--- src/rtl/ctb_pkg.sv ---
// Shared constants, register codes and the queued-operation type for the
// commutation transpose buffer. No dependencies.
package ctb_pkg;

   localparam int MAX_DIM     = 64;
   localparam int STORE_DEPTH = 4096;
   localparam int DATA_W      = 64;
   localparam int CNT_W       = $clog2(MAX_DIM);
   localparam int DIM_W       = CNT_W + 1;
   localparam int ADDR_W      = $clog2(STORE_DEPTH);
   localparam int PTR_W       = $clog2(MAX_DIM * MAX_DIM);
   localparam int QUEUE_DEPTH = 4;
   localparam int QPTR_W      = $clog2(QUEUE_DEPTH);
   localparam int QCNT_W      = QPTR_W + 1;
   localparam int CSR_IDX_W   = 2;

   // configuration register indexes
   localparam logic [CSR_IDX_W-1:0] CSR_ROW_COUNT      = 2'd0;
   localparam logic [CSR_IDX_W-1:0] CSR_COL_COUNT      = 2'd1;
   localparam logic [CSR_IDX_W-1:0] CSR_TRANSPOSE_MODE = 2'd2;

   // request function codes
   localparam logic FUNC_LOAD = 1'b0;
   localparam logic FUNC_READ = 1'b1;

   typedef struct packed {
      logic              is_load;
      logic [ADDR_W-1:0] addr;
      logic [DATA_W-1:0] data;
      logic              last;
   } ctb_op_type;

endpackage

--- src/rtl/ctb_queue.sv ---
// Short in-order queue of decoded operations between front and back end.
// Depends on ctb_pkg.
module ctb_queue (
   input  logic                clock,
   input  logic                reset,
   input  logic                push_valid,
   input  ctb_pkg::ctb_op_type push_op,
   output logic                full,
   output logic                pop_valid,
   output ctb_pkg::ctb_op_type pop_op,
   input  logic                pop
);
   import ctb_pkg::*;

   ctb_op_type        entry_ff [QUEUE_DEPTH];
   logic [QPTR_W-1:0] wr_ptr_ff, wr_ptr_in;
   logic [QPTR_W-1:0] rd_ptr_ff, rd_ptr_in;
   logic [QCNT_W-1:0] count_ff, count_in;
   logic              do_push, do_pop;

   assign full      = (count_ff == QCNT_W'(QUEUE_DEPTH));
   assign pop_valid = (count_ff != '0);
   assign pop_op    = entry_ff[rd_ptr_ff];
   assign do_push   = push_valid && !full;
   assign do_pop    = pop && pop_valid;

   always_comb begin
      wr_ptr_in = do_push ? wr_ptr_ff + QPTR_W'(1) : wr_ptr_ff;
      rd_ptr_in = do_pop ? rd_ptr_ff + QPTR_W'(1) : rd_ptr_ff;
      count_in  = count_ff;
      if (do_push && !do_pop) begin
         count_in = count_ff + QCNT_W'(1);
      end else if (do_pop && !do_push) begin
         count_in = count_ff - QCNT_W'(1);
      end
   end

   always_ff @(posedge clock) begin
      if (do_push) begin
         entry_ff[wr_ptr_ff] <= push_op;
      end
   end

   always_ff @(posedge clock) begin
      if (reset) begin
         wr_ptr_ff <= '0;
         rd_ptr_ff <= '0;
         count_ff  <= '0;
      end else begin
         wr_ptr_ff <= wr_ptr_in;
         rd_ptr_ff <= rd_ptr_in;
         count_ff  <= count_in;
      end
   end

endmodule

--- config.mk ---
export PLATFORM = sky130hd
export DESIGN_NAME = ctb_queue
export DESIGN_NICKNAME = d
export VERILOG_FILES = /design/src/rtl/ctb_pkg.sv /design/src/rtl/ctb_queue.sv
export SDC_FILE = /design/constraint.sdc
export NUM_CORES = 1
export LEC_CHECK = 0
export BUFFER_PORTS_ARGS = -buffer_cell sky130_fd_sc_hd__buf_2
export CAP_MARGIN = 20
export CORE_MARGIN = 2
export CORE_UTILIZATION = 61
export DETAILED_ROUTE_END_ITERATION = 6
export HOLD_SLACK_MARGIN = 0.03
export PLACE_DENSITY = 0.88
export SYNTH_ARGS = -nofsm -noshare
export SYNTH_HDL_FRONTEND = slang
export SYNTH_SLANG_ARGS = --single-unit
--- constraint.sdc ---
create_clock -name clock -period 5.3 [get_ports clock]
set_input_delay 0.265 -clock clock [delete_from_list [all_inputs] [get_ports clock]]
set_output_delay 0.265 -clock clock [all_outputs]
set_load 0.01 [all_outputs]
==> impl_metrics.env <==
export IMPL_arrival_ns=2.78
export IMPL_p_clk_frac=0.298
export IMPL_cts_tree="yes"
export IMPL_topRoutingLayerUsed="met5"
export IMPL_status="finished, final reports clean"
export IMPL_ys_types=22
export IMPL_slowest_delay_ns=0.69
export IMPL_clkTransAtPathRegs_ns=0.07
export IMPL_port_buffers=161
export IMPL_yosys_area_share_simple=0.00736
export IMPL_slew_headroom=0.449
export IMPL_wl_met1_um=8650
export IMPL_final_common_cell="edfxtp_1"
export IMPL_syn_inst=456
export IMPL_synth_adder_area_share=0.00704
export IMPL_p_leak_nw=4.94
export IMPL_syn_area_per_cell_um2=25.7
export IMPL_io_pin_count=162
export IMPL_area_growth_pct=23.4
export IMPL_numCtsBuffers=30
export IMPL_ant_nets=0
export IMPL_cp_startpoint="count_ff[0]"
export IMPL_switching_power_mw=1.71
export IMPL_critPathMaxFanout=45
export IMPL_skew_ns=0.0118
export IMPL_grt_usage=0.212
export IMPL_path_cells="nor3b_1, nor2_1, and2_4, buf_4"
export IMPL_overflow=0
export IMPL_min_path_type="in -> reg"
export IMPL_place_area_um2=12700
export IMPL_worst_endpoint_required_ns=5.47
export IMPL_setup_tns_ns=0
export IMPL_cts_sinks=321
export IMPL_ys_seq_area_frac=0.814
export IMPL_die_w_um=143
export IMPL_cap_violations=0
export IMPL_hp_start="push_valid"
export IMPL_wl_met2_um=10700
export IMPL_power_internal_mw=4.91
export IMPL_insertion_delay_ns=0.53
export IMPL_fmax_mhz=383
export IMPL_die_h_um=143
export IMPL_coreArea_um2=18800
export IMPL_crit_type="reg -> reg"
export IMPL_tightest_slew_ns=0.826
export IMPL_final_util=0.772
export IMPL_wire_per_inst_um=21.9
export IMPL_drt_iter0_drc=345
export IMPL_num_rows=50
export IMPL_drc_errors=0
export IMPL_cts_root_buf="clkbuf_16"
export IMPL_synthXorXnorAreaFrac=0.00299
export IMPL_cts_resized=0
export IMPL_swShare=0.258
export IMPL_layout_common_cells="edfxtp_1, buf_2, dlygate4sd3_1"
export IMPL_p_seq_frac=0.475
export IMPL_hold_viol_final=0
export IMPL_via_per_inst=5.70
export IMPL_fin_nets=804
export IMPL_setup_violations=0
export IMPL_cp_end_kind="flop"
export IMPL_ys_ff_latch=321
export IMPL_min_period_ns=2.61
export IMPL_synth_top_family_by_area="multiplexers"
export IMPL_vias=5542
export IMPL_initial_utilization=0.625
export IMPL_vdd_ir_drop_max_mv=0.340
export IMPL_power_density_nw_per_um2=457
export IMPL_final_max_slew_viol_count=0
export IMPL_synthMuxAreaShare=0.151
export IMPL_h_tree_depth=1
export IMPL_grt_pass1_wl_um=32300
export IMPL_start_kind="flop"
export IMPL_synth_fp_nets=544
export IMPL_antenna_found_initial=1
export IMPL_ys_warnings_count=0
export IMPL_synth_compound_area_frac=0.00309
export IMPL_crit_slowest_cell="and2_4"
export IMPL_dr_pass1_iters=6
export IMPL_min_period_over_period=0.493
export IMPL_netlist_area_um2=11700
export IMPL_nFillCells=970
export IMPL_dieArea_um2=20400
export IMPL_rr_startpoint="count_ff[0]"
export IMPL_fin_area_um2=14500
export IMPL_grt_max_degree=79
export IMPL_p_total_mw=6.61
export IMPL_antennaDiodeCount=0
export IMPL_grt_setup_unrepaired="false"
export IMPL_post_cts_setup_buffers=0
export IMPL_clock_path_buffers=3
export IMPL_drive_above_1_share=0.403
export IMPL_wl_um=21300
export IMPL_wl_met3_um=1440
export IMPL_finalWeightedCongestion=0.750
export IMPL_grt_pass1_vias=5874
export IMPL_power_frac_comb=0.227
export IMPL_cts_hold_buf=79
worst max-delay path: cells and delay by family, from the launching register on:
kind	cells	cell delay [ns]
flops	1	0.45
simple gates	3	1.20
buf+inv	1	0.56
cell usage after synthesis:
library cell | n | share of area
fa_1 | 1 | 0.0017
nand2b_1 | 2 | 0.0011
buf_6 | 1 | 0.00096
nor3b_1 | 1 | 0.00064
dfxtp_1 | 9 | 0.015
buf_2 | 4 | 0.0017
or3_1 | 3 | 0.0016
mux4_2 | 78 | 0.15
clkbuf_1 | 6 | 0.0019
o31ai_1 | 1 | 0.00064
edfxtp_1 | 312 | 0.80
mux2i_1 | 2 | 0.0017
o311ai_0 | 1 | 0.00075
nor2_1 | 6 | 0.0019
buf_12 | 3 | 0.0051
ha_1 | 5 | 0.0053
and2_1 | 4 | 0.0021
a21oi_1 | 2 | 0.00085
o21ai_0 | 2 | 0.00085
buf_4 | 5 | 0.0032
inv_1 | 4 | 0.0013
xor2_1 | 4 | 0.0030
worst paths after layout:
check,endpoint,slack [ns],depth (start not counted)
setup / recovery,entry_ff[0][6],2.69,4
hold / removal,wr_ptr_ff[0],0.13,4
setup reg to reg,entry_ff[0][6],2.69,4
hold reg to reg,rd_ptr_ff[1],0.52,2
layer usage:
| layer | up-vias | GRT usage |
|---|---|---|
| li1 | 2462 | - |
| met1 | 2839 | 0.294 |
| met2 | 199 | 0.353 |
| met3 | 40 | 0.0406 |
| met4 | 2 | 0.0631 |
| met5 | - | 0 |
power by group through the flow:
stage	Combinational (mW)	Sequential [mW]	Clock, mW
finish	1.50	3.14	1.97
global route	1.62	3.16	2.11
CTS	1.49	3.17	2.00
detailed placement	1.44	3.22	0
global placement	1.41	3.20	0
floorplan	1.04	3.16	0
registers in the layout (all words and copies together) (netlist names), named ones only:
name       cells
count_ff       3
entry_ff     312
rd_ptr_ff      2
wr_ptr_ff      2
area by class of cell:
class / instances / area, um2 / area share
timing repair buffer: 247 / 1670 / 0.115
clock inverter: 20 / 131 / 0.00907
tap: 234 / 293 / 0.0202
multi-input combinational: 112 / 2030 / 0.140
sequential: 321 / 9560 / 0.660
clock buffer: 35 / 791 / 0.0546
inverter: 4 / 15.0 / 0.00104
metrics by stage:
stage                     std cells  setup WS [ns]  hold WS (ns)
after floorplan                 456           2.18         0.364
after global placement          838           2.79         0.475
after detailed placement        838           2.65         0.482
after CTS                       972           2.63         0.118
after global routing            973           2.54         0.149
final                           973           2.69         0.134
cell families (layout without fill, tap and decap cells):
family                   Yosys count  in the layout
AO/OA/AOI/OAI                      6              6
XOR/XNOR                           4              4
adder cells (fa/ha/maj)            6              6
buffers and inverters             23            306
flip-flops                       321            321
multiplexers                      80             80
AND/OR/NAND/NOR                   16             16
(Power assumes the default switching activity.)
