--- config.mk ---
export PLATFORM = sky130hd
export DESIGN_NAME = ctb_front
export DESIGN_NICKNAME = d
export VERILOG_FILES = /design/src/rtl/ctb_pkg.sv /design/src/rtl/ctb_front.sv
export SDC_FILE = /design/constraint.sdc
export NUM_CORES = 1
export LEC_CHECK = 0
export ABC_AREA = 1
export BUFFER_PORTS_ARGS = -buffer_cell sky130_fd_sc_hd__buf_4
export CORE_MARGIN = 10
export CORE_UTILIZATION = 45
export CTS_CLUSTER_DIAMETER = 150
export DETAILED_ROUTE_END_ITERATION = 8
export MAX_ROUTING_LAYER = met4
export PLACE_DENSITY = 0.78
export SYNTH_ARGS = -nofsm -noshare
export SYNTH_HDL_FRONTEND = slang
export SYNTH_SLANG_ARGS = --single-unit
--- constraint.sdc ---
create_clock -name clock -period 5.2 [get_ports clock]
set_input_delay 1.04 -clock clock [delete_from_list [all_inputs] [get_ports clock]]
set_output_delay 1.04 -clock clock [all_outputs]
set_load 0.05 [all_outputs]
--- src/rtl/ctb_pkg.sv ---
// Shared constants, register codes and the queued-operation type for the
// commutation transpose buffer. No dependencies.
package ctb_pkg;

   localparam int MAX_DIM     = 64;
   localparam int STORE_DEPTH = 4096;
   localparam int DATA_W      = 64;
   localparam int CNT_W       = $clog2(MAX_DIM);
   localparam int DIM_W       = CNT_W + 1;
   localparam int ADDR_W      = $clog2(STORE_DEPTH);
   localparam int PTR_W       = $clog2(MAX_DIM * MAX_DIM);
   localparam int QUEUE_DEPTH = 4;
   localparam int QPTR_W      = $clog2(QUEUE_DEPTH);
   localparam int QCNT_W      = QPTR_W + 1;
   localparam int CSR_IDX_W   = 2;

   // configuration register indexes
   localparam logic [CSR_IDX_W-1:0] CSR_ROW_COUNT      = 2'd0;
   localparam logic [CSR_IDX_W-1:0] CSR_COL_COUNT      = 2'd1;
   localparam logic [CSR_IDX_W-1:0] CSR_TRANSPOSE_MODE = 2'd2;

   // request function codes
   localparam logic FUNC_LOAD = 1'b0;
   localparam logic FUNC_READ = 1'b1;

   typedef struct packed {
      logic              is_load;
      logic [ADDR_W-1:0] addr;
      logic [DATA_W-1:0] data;
      logic              last;
   } ctb_op_type;

endpackage

--- src/rtl/ctb_front.sv ---
// Front end: configuration registers, load pointer, output counters and
// store address generation. Depends on ctb_pkg.
module ctb_front (
   input  logic                               clock,
   input  logic                               reset,
   input  logic                               csr_valid,
   output logic                               csr_ready,
   input  logic [ctb_pkg::CSR_IDX_W-1:0]      csr_index,
   input  logic [ctb_pkg::DIM_W-1:0]          csr_wdata,
   input  logic                               req_valid,
   output logic                               req_stall,
   input  logic                               req_func,
   input  logic [ctb_pkg::DATA_W-1:0]         req_element_bits,
   input  logic                               q_full,
   output logic                               push_valid,
   output ctb_pkg::ctb_op_type                push_op
);
   import ctb_pkg::*;

   logic [DIM_W-1:0] row_count_ff, row_count_in;
   logic [DIM_W-1:0] col_count_ff, col_count_in;
   logic             transpose_ff, transpose_in;
   logic [PTR_W-1:0] load_ptr_ff, load_ptr_in;
   logic [CNT_W-1:0] major_ff, major_in;
   logic [CNT_W-1:0] minor_ff, minor_in;

   logic [DIM_W-1:0]       rows, cols, major_lim, minor_lim;
   logic [2*DIM_W-1:0]     total;
   logic [2*DIM_W-1:0]     ptr_next;
   logic [CNT_W+DIM_W:0]   rd_addr_full;
   logic [DIM_W-1:0]       major_next, minor_next;
   logic                   major_wrap, minor_wrap;
   logic                   accept;

   function automatic logic [DIM_W-1:0] clamp_dim(input logic [DIM_W-1:0] v);
      logic [DIM_W-1:0] r;
      if (v == '0) begin
         r = DIM_W'(1);
      end else if (v > DIM_W'(MAX_DIM)) begin
         r = DIM_W'(MAX_DIM);
      end else begin
         r = v;
      end
      return r;
   endfunction

   assign csr_ready = 1'b1;
   assign req_stall = q_full;
   assign accept    = req_valid && !q_full;

   always_comb begin
      row_count_in = row_count_ff;
      col_count_in = col_count_ff;
      transpose_in = transpose_ff;
      if (csr_valid) begin
         unique case (csr_index)
            CSR_ROW_COUNT:      row_count_in = csr_wdata;
            CSR_COL_COUNT:      col_count_in = csr_wdata;
            CSR_TRANSPOSE_MODE: transpose_in = csr_wdata[0];
            default:            ;
         endcase
      end
   end

   always_comb begin
      rows      = clamp_dim(row_count_ff);
      cols      = clamp_dim(col_count_ff);
      total     = rows * cols;
      major_lim = transpose_ff ? cols : rows;
      minor_lim = transpose_ff ? rows : cols;

      ptr_next   = (2*DIM_W)'(load_ptr_ff) + (2*DIM_W)'(1);
      major_next = {1'b0, major_ff} + DIM_W'(1);
      minor_next = {1'b0, minor_ff} + DIM_W'(1);
      major_wrap = major_next >= major_lim;
      minor_wrap = minor_next >= minor_lim;

      // both modes reduce to major + minor * major_lim
      rd_addr_full = (CNT_W+DIM_W+1)'(minor_ff) * (CNT_W+DIM_W+1)'(major_lim)
                   + (CNT_W+DIM_W+1)'(major_ff);

      load_ptr_in = load_ptr_ff;
      major_in    = major_ff;
      minor_in    = minor_ff;
      if (accept) begin
         if (req_func == FUNC_LOAD) begin
            load_ptr_in = (ptr_next >= total) ? '0 : PTR_W'(ptr_next);
         end else if (minor_wrap) begin
            minor_in = '0;
            major_in = major_wrap ? '0 : CNT_W'(major_next);
         end else begin
            minor_in = CNT_W'(minor_next);
         end
      end

      push_valid      = accept;
      push_op.is_load = (req_func == FUNC_LOAD);
      push_op.addr    = (req_func == FUNC_LOAD) ? ADDR_W'(load_ptr_ff)
                                                : ADDR_W'(rd_addr_full);
      push_op.data    = req_element_bits;
      push_op.last    = major_wrap && minor_wrap;
   end

   always_ff @(posedge clock) begin
      if (reset) begin
         row_count_ff <= DIM_W'(1);
         col_count_ff <= DIM_W'(1);
         transpose_ff <= 1'b0;
         load_ptr_ff  <= '0;
         major_ff     <= '0;
         minor_ff     <= '0;
      end else begin
         row_count_ff <= row_count_in;
         col_count_ff <= col_count_in;
         transpose_ff <= transpose_in;
         load_ptr_ff  <= load_ptr_in;
         major_ff     <= major_in;
         minor_ff     <= minor_in;
      end
   end

endmodule

==> flow_summary.ini <==
[status]
status = finished, violations left
violations = setup timing

[placed_design]
place.port_buffers = 30
place_ws_ps = -462
dp_hpwl_mm = 12.8
gp_congestion = 0.932

[power_and_ir_drop]
vdd_ir_drop_max_v = 0.000114
leakagePower_nw = 4.10
power_density_nw_per_um2 = 132

[clock_network]
cts-root-buf = clkbuf_16
cts_num_sinks = 39
h-tree-depth = 2
cts_tree = built
clk_path_buf_depth = 2
path_clk_slew_ps = 70
clk_latency_ps = 300
numCtsBuffers = 5
cts_hold_buf = 0

[worst_setup_path]
endpoint_kind = output pin
crit_chain = nor2_2 -> nand4_1 -> nand2_2 -> inv_2 -> nor2_4 -> inv_2 -> o22ai_4 -> buf_6 -> nand2_4 -> fa_1 -> inv_1 -> ha_1 -> inv_2 -> fa_1 -> fa_1 -> inv_2 -> ha_4 -> inv_4 -> o21ai_4 -> a21oi_2 -> o21bai_1 -> xor2_1 -> o21ai_4 -> buf_8
crit_start = row_count_ff[0]
cpMostUsedCell = inv_2
crit_slowest_cell = fa_1
cp-start-kind = flop
crit_required_ps = 4160
r2r_setup_slack_ps = -280
worstPathArrival_ps = 4860
critPathBufInv = 8
crit_family = adder cells
critPathKind = reg2out
max_stage_delay_ps = 530
crit_path_max_fanout = 5
timing.rr.start = col_count_ff[4]

[die]
die_x_um = 140
dieArea_um2 = 19700
initial_core_util_pct = 46.4
die_h_um = 140
rows = 43
pin_count = 160
coreArea_um2 = 14000

[drt]
drc = 0
vias = 6123
routedWlPerCell_um = 14.2
dr.pass1.iters = 5
viasPerCell = 5.15
drt_iter0_drc = 446
drtAntennaViolNets = 0
wl_mm = 16.9

[sta]
fin_tns_setup_ps = -8220
fmax_ghz = 0.169
hold_violations = 0
setup_ws_ps = -703
setup_viol = 21
final.min_clock_period_ps = 5900
drv_slew = 0
relSlewSlack_pct = 45.8
worst_pin_slew_ps = 813
rsz0062_at_grt = true
clock_skew_ps = 10.4
post-route-period-util_pct = 114

[cells_and_area]
area_growth_pct = 23.6
n_fill_cell = 1186
antenna_cells = 0
final_core_util_pct = 57.3
nets = 1226
drive_gt1_share_pct = 28.0

[logic_synthesis]
ys_ff_latch = 39
syn-num-nets = 1152
yosys.area.top_type = ha_1
synthArstFlopShare_pct = 0
yosys.area.top_type_share_pct = 17.7
yosysWarningCount = 0
synthCells = 934
yosysUniqueCellTypes = 42
synth_edf_count = 0
avgSynthCellArea_um2 = 6.97
ys_seq_area_share_pct = 12.0
ys.flop_type = dfxtp_1
synthTopCellsByArea = ha_1 (18%), fa_1 (14%), dfxtp_1 (12%), nand2_1 (11%), inv_1 (8.7%)
syn-cell-area_um2 = 6510

[grt]
grt_pass1_vias = 5952
grt_first_pass_wirelength_mm = 27.3
antenna_found_initial = 0
grtUsageTotal_pct = 16.6
grt_max_degree = 24
overflow = 0

[flow_run]
maxCapViolCount = 0

[hold_path]
hold_class = reg2reg
min_from = major_ff[1]
## layout make-up
class                      count  area, µm²  area share (%)
clock inverter                 3       20.0           0.249
clock buffer                   5        125            1.55
multi-input combinational    656       5110            63.5
timing repair buffer         147       1180            14.7
tap                          180        225            2.80
inverter                     159        602            7.48
sequential                    39        786            9.76
## metal layers
| metal | wire length [µm] | part of all wire [%] | GRT usage, % |
|---|---|---|---|
| met2 | 8520 | 50 | 27.9 |
| met3 | 861 | 5.1 | 1.83 |
| met4 | 289 | 1.7 | 4.89 |
| met1 | 7240 | 43 | 20.6 |
| met5 | 0 | 0 | - |
## cell families (layout without fill, tap and decap cells)
group / count (synthesis) / count (layout) / share of synthesized area (%)
adder cells (fa/ha/maj): 139 / 139 / 32.1
AO/OA/AOI/OAI: 112 / 112 / 9.86
other: 1 / 1 / 0.0576
flip-flops: 39 / 39 / 12.0
buffers and inverters: 240 / 314 / 17.9
XOR/XNOR: 35 / 35 / 4.71
AND/OR/NAND/NOR: 368 / 369 / 23.4
## cells in the final DEF, fill, tap and decap left out, types with 7 or more instances in the layout
cell type  netlist  routed
a21oi_1         47      39
nand4_1         12      12
a21oi_2          1       8
ha_4             0      13
nor2_2           3      10
buf_4           67     127
buf_6            1      19
inv_1          151     134
nand2_4          1       9
nand3_1         27      24
fa_1            47      46
dfxtp_1         39      35
inv_2            6      21
nand2_2          5      27
o21ai_0         41      31
ha_1            92      79
o21ai_2          3       7
nor2_1         106      97
xor2_1          29      27
nor3_1          13      10
nand2_1        194     165
## where the power goes
part           internal, W  switching [W]
registers         0.000309     0.00000883
logic             0.000170       0.000262
clock network     0.000177       0.000139
## synthesized netlist by cell type, types with 4 or more instances
cell and count:
nand4_1 12, nand2_2 5, dfxtp_1 39, buf_2 4
nor3_1 13, clkbuf_1 9, nor2_1 106, xnor2_1 6
inv_1 151, a21oi_1 47, xor2_1 29, fa_1 47
nand2_1 194, ha_1 92, nand3_1 27, buf_4 67
o21ai_0 41, inv_2 6
## repair_timing
item | 4_1_cts | 5_1_grt
setup buffers | 14 | 11
pin swaps | 48 | 48
gates cloned | 1 | 0
endpoints found under the setup margin | 21 | 21
gates resized for setup | 73 | 47
## sequential cells by signal (all words and copies together) (netlist names)
signal        cells
transpose_ff      1
major_ff          6
load_ptr_ff      12
minor_ff          6
row_count_ff      7
col_count_ff      7
## tightest hold or removal path, stage by stage (launching register included)
cell and delay [ps]:
dfxtp_1 340, nand2_1 70, a21oi_1 50
## final timing paths
check	to	depth (start not counted)
worst max-delay path	push_op[74]	24
worst min-delay path	major_ff[1]	2
worst max register to register	load_ptr_ff[1]	33
worst min register to register	major_ff[1]	2
## stage by stage
stage	power (W)	instances	hold WS [ps]	area [µm²]
2_1_floorplan	0.000704	934	450	6670
5_1_grt	0.00112	1189	538	8050
6_report	0.00107	1189	516	8050
4_1_cts	0.00105	1179	518	7760
3_5_place_dp	0.000696	1156	498	7250
3_3_place_gp	0.000688	1156	489	7250
No activity file was read; power rests on OpenSTA's default activity.
